[config.mk]
export PLATFORM = sky130hd
export DESIGN_NAME = vbt_ctrl
export DESIGN_NICKNAME = d
export VERILOG_FILES = /design/src/sv/variable_binding_table_core_assert.svh /design/src/sv/vbt_pkg.sv /design/src/sv/vbt_ctrl.sv
export SDC_FILE = /design/constraint.sdc
export NUM_CORES = 1
export LEC_CHECK = 0
export BUFFER_PORTS_ARGS = -buffer_cell sky130_fd_sc_hd__buf_2
export CAP_MARGIN = 20
export CELL_PAD_IN_SITES_DETAIL_PLACEMENT = 1
export CELL_PAD_IN_SITES_GLOBAL_PLACEMENT = 1
export CORE_AREA = 2 2 39 41
export DETAILED_ROUTE_END_ITERATION = 7
export DIE_AREA = 0 0 41 43
export PLACE_DENSITY_LB_ADDON = 0.1
export SYNTH_ARGS = -nofsm -noshare
export SYNTH_HDL_FRONTEND = slang
export SYNTH_SLANG_ARGS = --single-unit
[constraint.sdc]
create_clock -name clk -period 0.8 [get_ports clk]
set_input_delay 0.12 -clock clk [delete_from_list [all_inputs] [get_ports clk]]
set_output_delay 0.12 -clock clk [all_outputs]
set_load 0.01 [all_outputs]
[src/sv/variable_binding_table_core_assert.svh]
// assertion macros for the binding table core
`ifndef VARIABLE_BINDING_TABLE_CORE_ASSERT_SVH
`define VARIABLE_BINDING_TABLE_CORE_ASSERT_SVH
`ifndef ASSERT_OFF
`define VBT_ASSERT(lbl, clk, rst_n, prop, msg) \
	lbl: assert property (@(posedge clk) disable iff (!rst_n) prop) else $error(msg);
`define VBT_ASSERT_NEVER(lbl, clk, rst_n, cond, msg) \
	lbl: assert property (@(posedge clk) disable iff (!rst_n) !(cond)) else $error(msg);
`else
`define VBT_ASSERT(lbl, clk, rst_n, prop, msg)
`define VBT_ASSERT_NEVER(lbl, clk, rst_n, cond, msg)
`endif
`endif

[src/sv/vbt_pkg.sv]
// shared types and constants for the binding table
package vbt_pkg;

	localparam int DEF_ENTRIES = 32;

	typedef enum logic [2:0] {
		OP_BIND  = 3'd0,
		OP_CHECK = 3'd1,
		OP_ADD   = 3'd2,
		OP_GET   = 3'd3,
		OP_CLEAR = 3'd4
	} op_t;

	typedef enum logic [1:0] {
		ST_OK       = 2'd0,
		ST_CONFLICT = 2'd1,
		ST_MISSING  = 2'd2,
		ST_FULL     = 2'd3
	} status_t;

	typedef enum logic [1:0] {
		S_IDLE,
		S_READ,
		S_CMP,
		S_RESP
	} state_t;

	typedef struct packed {
		logic load;
		logic rd_en;
		logic scan_inc;
		logic hit_set;
		logic finish;
	} ctrl_cmd_t;

	typedef struct packed {
		logic scan_end;
		logic match;
		logic out_free;
	} dp_status_t;

endpackage

[src/sv/vbt_ctrl.sv]
// controller: sequences accept, table scan and response
module vbt_ctrl (
	input  logic                 clk,
	input  logic                 arst_n,
	input  logic                 req_valid,
	output logic                 req_ready,
	input  vbt_pkg::dp_status_t  st,
	output vbt_pkg::ctrl_cmd_t   cmd
);
	import vbt_pkg::*;

	state_t state_q, state_d;

	always_ff @(posedge clk or negedge arst_n) begin
		if (!arst_n) begin
			state_q <= S_IDLE;
		end else begin
			state_q <= state_d;
		end
	end

	always_comb begin
		state_d   = state_q;
		cmd       = '0;
		req_ready = 1'b0;
		unique case (state_q)
			S_IDLE: begin
				req_ready = 1'b1;
				if (req_valid) begin
					cmd.load = 1'b1;
					state_d  = S_READ;
				end
			end
			S_READ: begin
				if (st.scan_end) begin
					state_d = S_RESP;
				end else begin
					cmd.rd_en = 1'b1;
					state_d   = S_CMP;
				end
			end
			S_CMP: begin
				if (st.match) begin
					cmd.hit_set = 1'b1;
					state_d     = S_RESP;
				end else begin
					cmd.scan_inc = 1'b1;
					state_d      = S_READ;
				end
			end
			S_RESP: begin
				if (st.out_free) begin
					cmd.finish = 1'b1;
					state_d    = S_IDLE;
				end
			end
			default: state_d = S_IDLE;
		endcase
	end

endmodule

# Word-level counts from Yosys, hierarchy flattened
# Index checks and enable logic that the tools add are counted.
[totals]
ff_bits = 2
out_inout_bits = 6
word_cells = 23
[classes]
n_eq_ne = 5
mux = 15
n_reduce_logical = 2
[op_table]
columns = ["operator", "n"]
rows = [
  ["2-to-1 mux 1 bit", 10],
  ["2-to-1 mux 2 bit", 4],
  ["one-hot mux 2 bit (4 select lines)", 1],
  ["equality test 2 bit (second input constant)", 2],
  ["inequality test 2 bit (second input constant)", 2],
  ["equality test 2 x 1 -> 1 bit (second input constant)", 1],
  ["zero test 2 bit", 1],
  ["AND reduction 2 bit", 1],
]

# Depth between registers and ports, before layout
[depth]
depth_word = 3
mapped_depth = 2
mapped_depth_nobuf = 2

# Worst setup path after synthesis
# Ideal clock, no wire load.
[synth_timing]
path_kind = "flip-flop to output port"
from = "reg state_q[0]"
to = "out cmd[4] in the netlist's numbering"
arrival_ns = 0.819
required_ns = 0.680
setup_slack_ns = -0.139
path_stages_with_launch = 3
path_buffers = 0
cell_sequence = "dfrtp_1 -> nor2_1 -> and2_1"
[synth_lines]
columns = ["item", "line", "rtl"]
rows = [
  ["from (decl)", "vbt_ctrl.sv:12", "state_t state_q, state_d;"],
  ["from (signal assigned)", "vbt_ctrl.sv:18", "state_q <= state_d;"],
  ["to (decl)", "vbt_ctrl.sv:8", "output vbt_pkg::ctrl_cmd_t cmd"],
]

==> results.sh <==
export IMPL_status="finished with violations"
export IMPL_violations="negative setup slack"
export IMPL_hold_viol_final=0
export IMPL_fp_dieW_um=41
export IMPL_cp_slowest_stage_delay_ps=460
export IMPL_clock_latency_ps=220
export IMPL_peakVddDrop_uv=1340
export IMPL_crit_arrival_ps=1030
export IMPL_vias=180
export IMPL_via_per_inst=3.53
export IMPL_tritoncts="done"
export IMPL_crit_path_end_kind="output port"
export IMPL_post_route_period_util_pct=144
export IMPL_relSlewSlack_pct=88.0
export IMPL_synth_cells=13
export IMPL_numPortBuffers=11
export IMPL_grt_pass1_wl_um=772
export IMPL_largest_reg_flops=2
export IMPL_crit_required_ps=680
export IMPL_top_level_ports=12
export IMPL_grt_pass1_vias=188
export IMPL_cts_buffers=3
export IMPL_crit_chain="nor2_4, and2_4, buf_6"
export IMPL_worst_pin_slew_ps=176
export IMPL_setup_viol_count_final=8
export IMPL_synth_nets=19
export IMPL_htreeDepth=1
export IMPL_fin_ws_ps=-349
export IMPL_r2r_slack_ps=-310
export IMPL_synth_area_um2=119
export IMPL_drt_total_wl_um=464
export IMPL_finalCriticalPeriod_ps=1150
export IMPL_rr_worst_depth=4
export IMPL_grt_max_degree=8
export IMPL_gp_congestion=0.578
export IMPL_ant_nets=0
export IMPL_p_total_mw=1.23
export IMPL_cts_sinks=2
export IMPL_rsz0062_at_grt="yes"
export IMPL_wire_per_inst_um=9.10
export IMPL_die_h_um=43
export IMPL_drc=0
export IMPL_cap_violations=0
export IMPL_skew_ps=1.58
export IMPL_worstSetupEndpoint="cmd[4]"
export IMPL_ys_ff_latch=2
export IMPL_antenna_found_initial=0
export IMPL_maxSlewViolCount=0
export IMPL_worstHoldPathType="in2async"
export IMPL_crit_fanout=7
export IMPL_top_register="state_q"
export IMPL_core_um2=1380
export IMPL_syn_to_final_growth_pct=191
export IMPL_start_util_pct=8.59
export IMPL_num_antenna_cells=0
export IMPL_die_area_um2=1760
export IMPL_grt_total_usage_pct=6.83
export IMPL_drive_gt1_share_pct=94.3
export IMPL_first_pass_iters=1
export IMPL_largestRegisters="state_q: 2 flops"
export IMPL_overflow=0
export IMPL_yosysWarnings=0
export IMPL_worst_setup_path_type="reg2out"
export IMPL_startpoint="state_q[0]$_DFFE_PN0P_"
export IMPL_fin_tns_setup_ps=-2310
export IMPL_ys_seq_area_share_pct=42.1
export IMPL_clk_pin_slew_worst_paths_ps=30
export IMPL_ys_types=10
export IMPL_layout_nets=43
export IMPL_row_count=14
export IMPL_cts_root_buf="clkbuf_4"
export IMPL_syn_area_per_cell_um2=9.14
export IMPL_dr_first_iter_drc_count=0
export IMPL_crit_slowest_cell="dfrtp_2"
export IMPL_startpoint_type="flip-flop"
export IMPL_clock_fmax_mhz=870
export IMPL_p_leak_nw=0.165
export IMPL_p_per_area_nw_per_um2=3550
export IMPL_r2r_start="state_q[0]$_DFFE_PN0P_"
export IMPL_timing_rr_end="state_q[0]$_DFFE_PN0P_"
export IMPL_cts_buffer_depth=2
layout make-up:
cell class / instances / area (um^2)
Clock buffer: 3 / 22.5
Fill cell: 166 / 1040
Inverter: 1 / 3.75
Multi-Input combinational cell: 10 / 113
Sequential cell: 2 / 52.6
Tap cell: 16 / 20.0
Timing Repair Buffer: 19 / 134
worst max-delay path, delay by kind of cell (launching register included):
family        cells  cell delay (ps)
simple gates      2              260
flops             1              460
buf+inv           1               90
what timing repair did:
action / 4_1_cts / 5_1_grt
hold buffers: 1 / 0
endpoints found under the setup margin: 8 / 8
setup buffers: 3 / 3
hold endpoints to repair: 2 / 0
gates resized for setup: 6 / 2
pin swaps: 3 / 4
logic make-up (layout without fill, tap and decap cells):
logic type      Yosys count  in the layout  share of synthesized area (%)
mux                       1              1                           8.42
simple gates              7              7                           34.7
flops                     2              2                           42.1
buf+inv                   1             23                           3.15
compound gates            2              2                           11.6
power breakdown:
| group | total, mW | internal, mW | switching [mW] | leakage (nW) |
|---|---|---|---|---|
| sequential | 0.281 | 0.162 | 0.119 | 0.0203 |
| combinational | 0.726 | 0.450 | 0.276 | 0.131 |
| clock | 0.221 | 0.165 | 0.0558 | 0.0138 |
per-layer routing:
| layer | up-vias | track usage (%) | wire length [um] |
|---|---|---|---|
| met5 | - | 0 | 0 |
| met4 | 0 | 6.00 | 0 |
| met3 | 0 | 1.57 | 30 |
| met2 | 5 | 10.0 | 277 |
| met1 | 86 | 7.74 | 156 |
| li1 | 89 | - | - |
cells in the mapped netlist:
cell	n	area share, %
dfrtp_1	2	42
and3_2	1	6.3
nor3b_1	2	13
nor3_1	1	4.2
nor2_1	2	6.3
a21oi_1	1	4.2
a21oi_2	1	7.4
inv_1	1	3.2
and2_1	1	5.3
mux2i_1	1	8.4
how the worst min path moves through the flow:
stage / slack [ps] / cells past startpoint / from / end
2_1_floorplan: -180 / 0 / arst_n / state_q[0]$_DFFE_PN0P_
3_3_place_gp: -90 / 1 / arst_n / state_q[1]$_DFFE_PN0P_
3_5_place_dp: -90 / 1 / arst_n / state_q[0]$_DFFE_PN0P_
4_1_cts: 200 / 2 / arst_n / state_q[0]$_DFFE_PN0P_
5_1_grt: 230 / 2 / arst_n / state_q[0]$_DFFE_PN0P_
6_report: 220 / 2 / arst_n / state_q[0]$_DFFE_PN0P_
placed cells by master, fill, tap and decap left out:
master         count
nor3_2             1
a21oi_4            1
clkbuf_4           3
dfrtp_2            2
nor3b_2            2
mux2i_1            1
dlygate4sd3_1      1
buf_2              9
buf_4              6
and3_4             1
inv_2              1
a21oi_2            1
and2_4             1
buf_6              3
nor2_4             2
stage by stage:
step                setup WS, ps  hold WS [ps]  instance area (um^2)  std cells  util, %
finish                      -349           221                   345         51     25.0
global route                -406           227                   345         51     25.0
CTS                         -351           200                   312         48     22.5
detailed placement          -161         -92.7                   229         41     16.5
global placement            -163         -94.2                   229         41     16.5
floorplan                  -62.4          -176                   146         13        -
No activity file was read; power rests on OpenSTA's default activity.
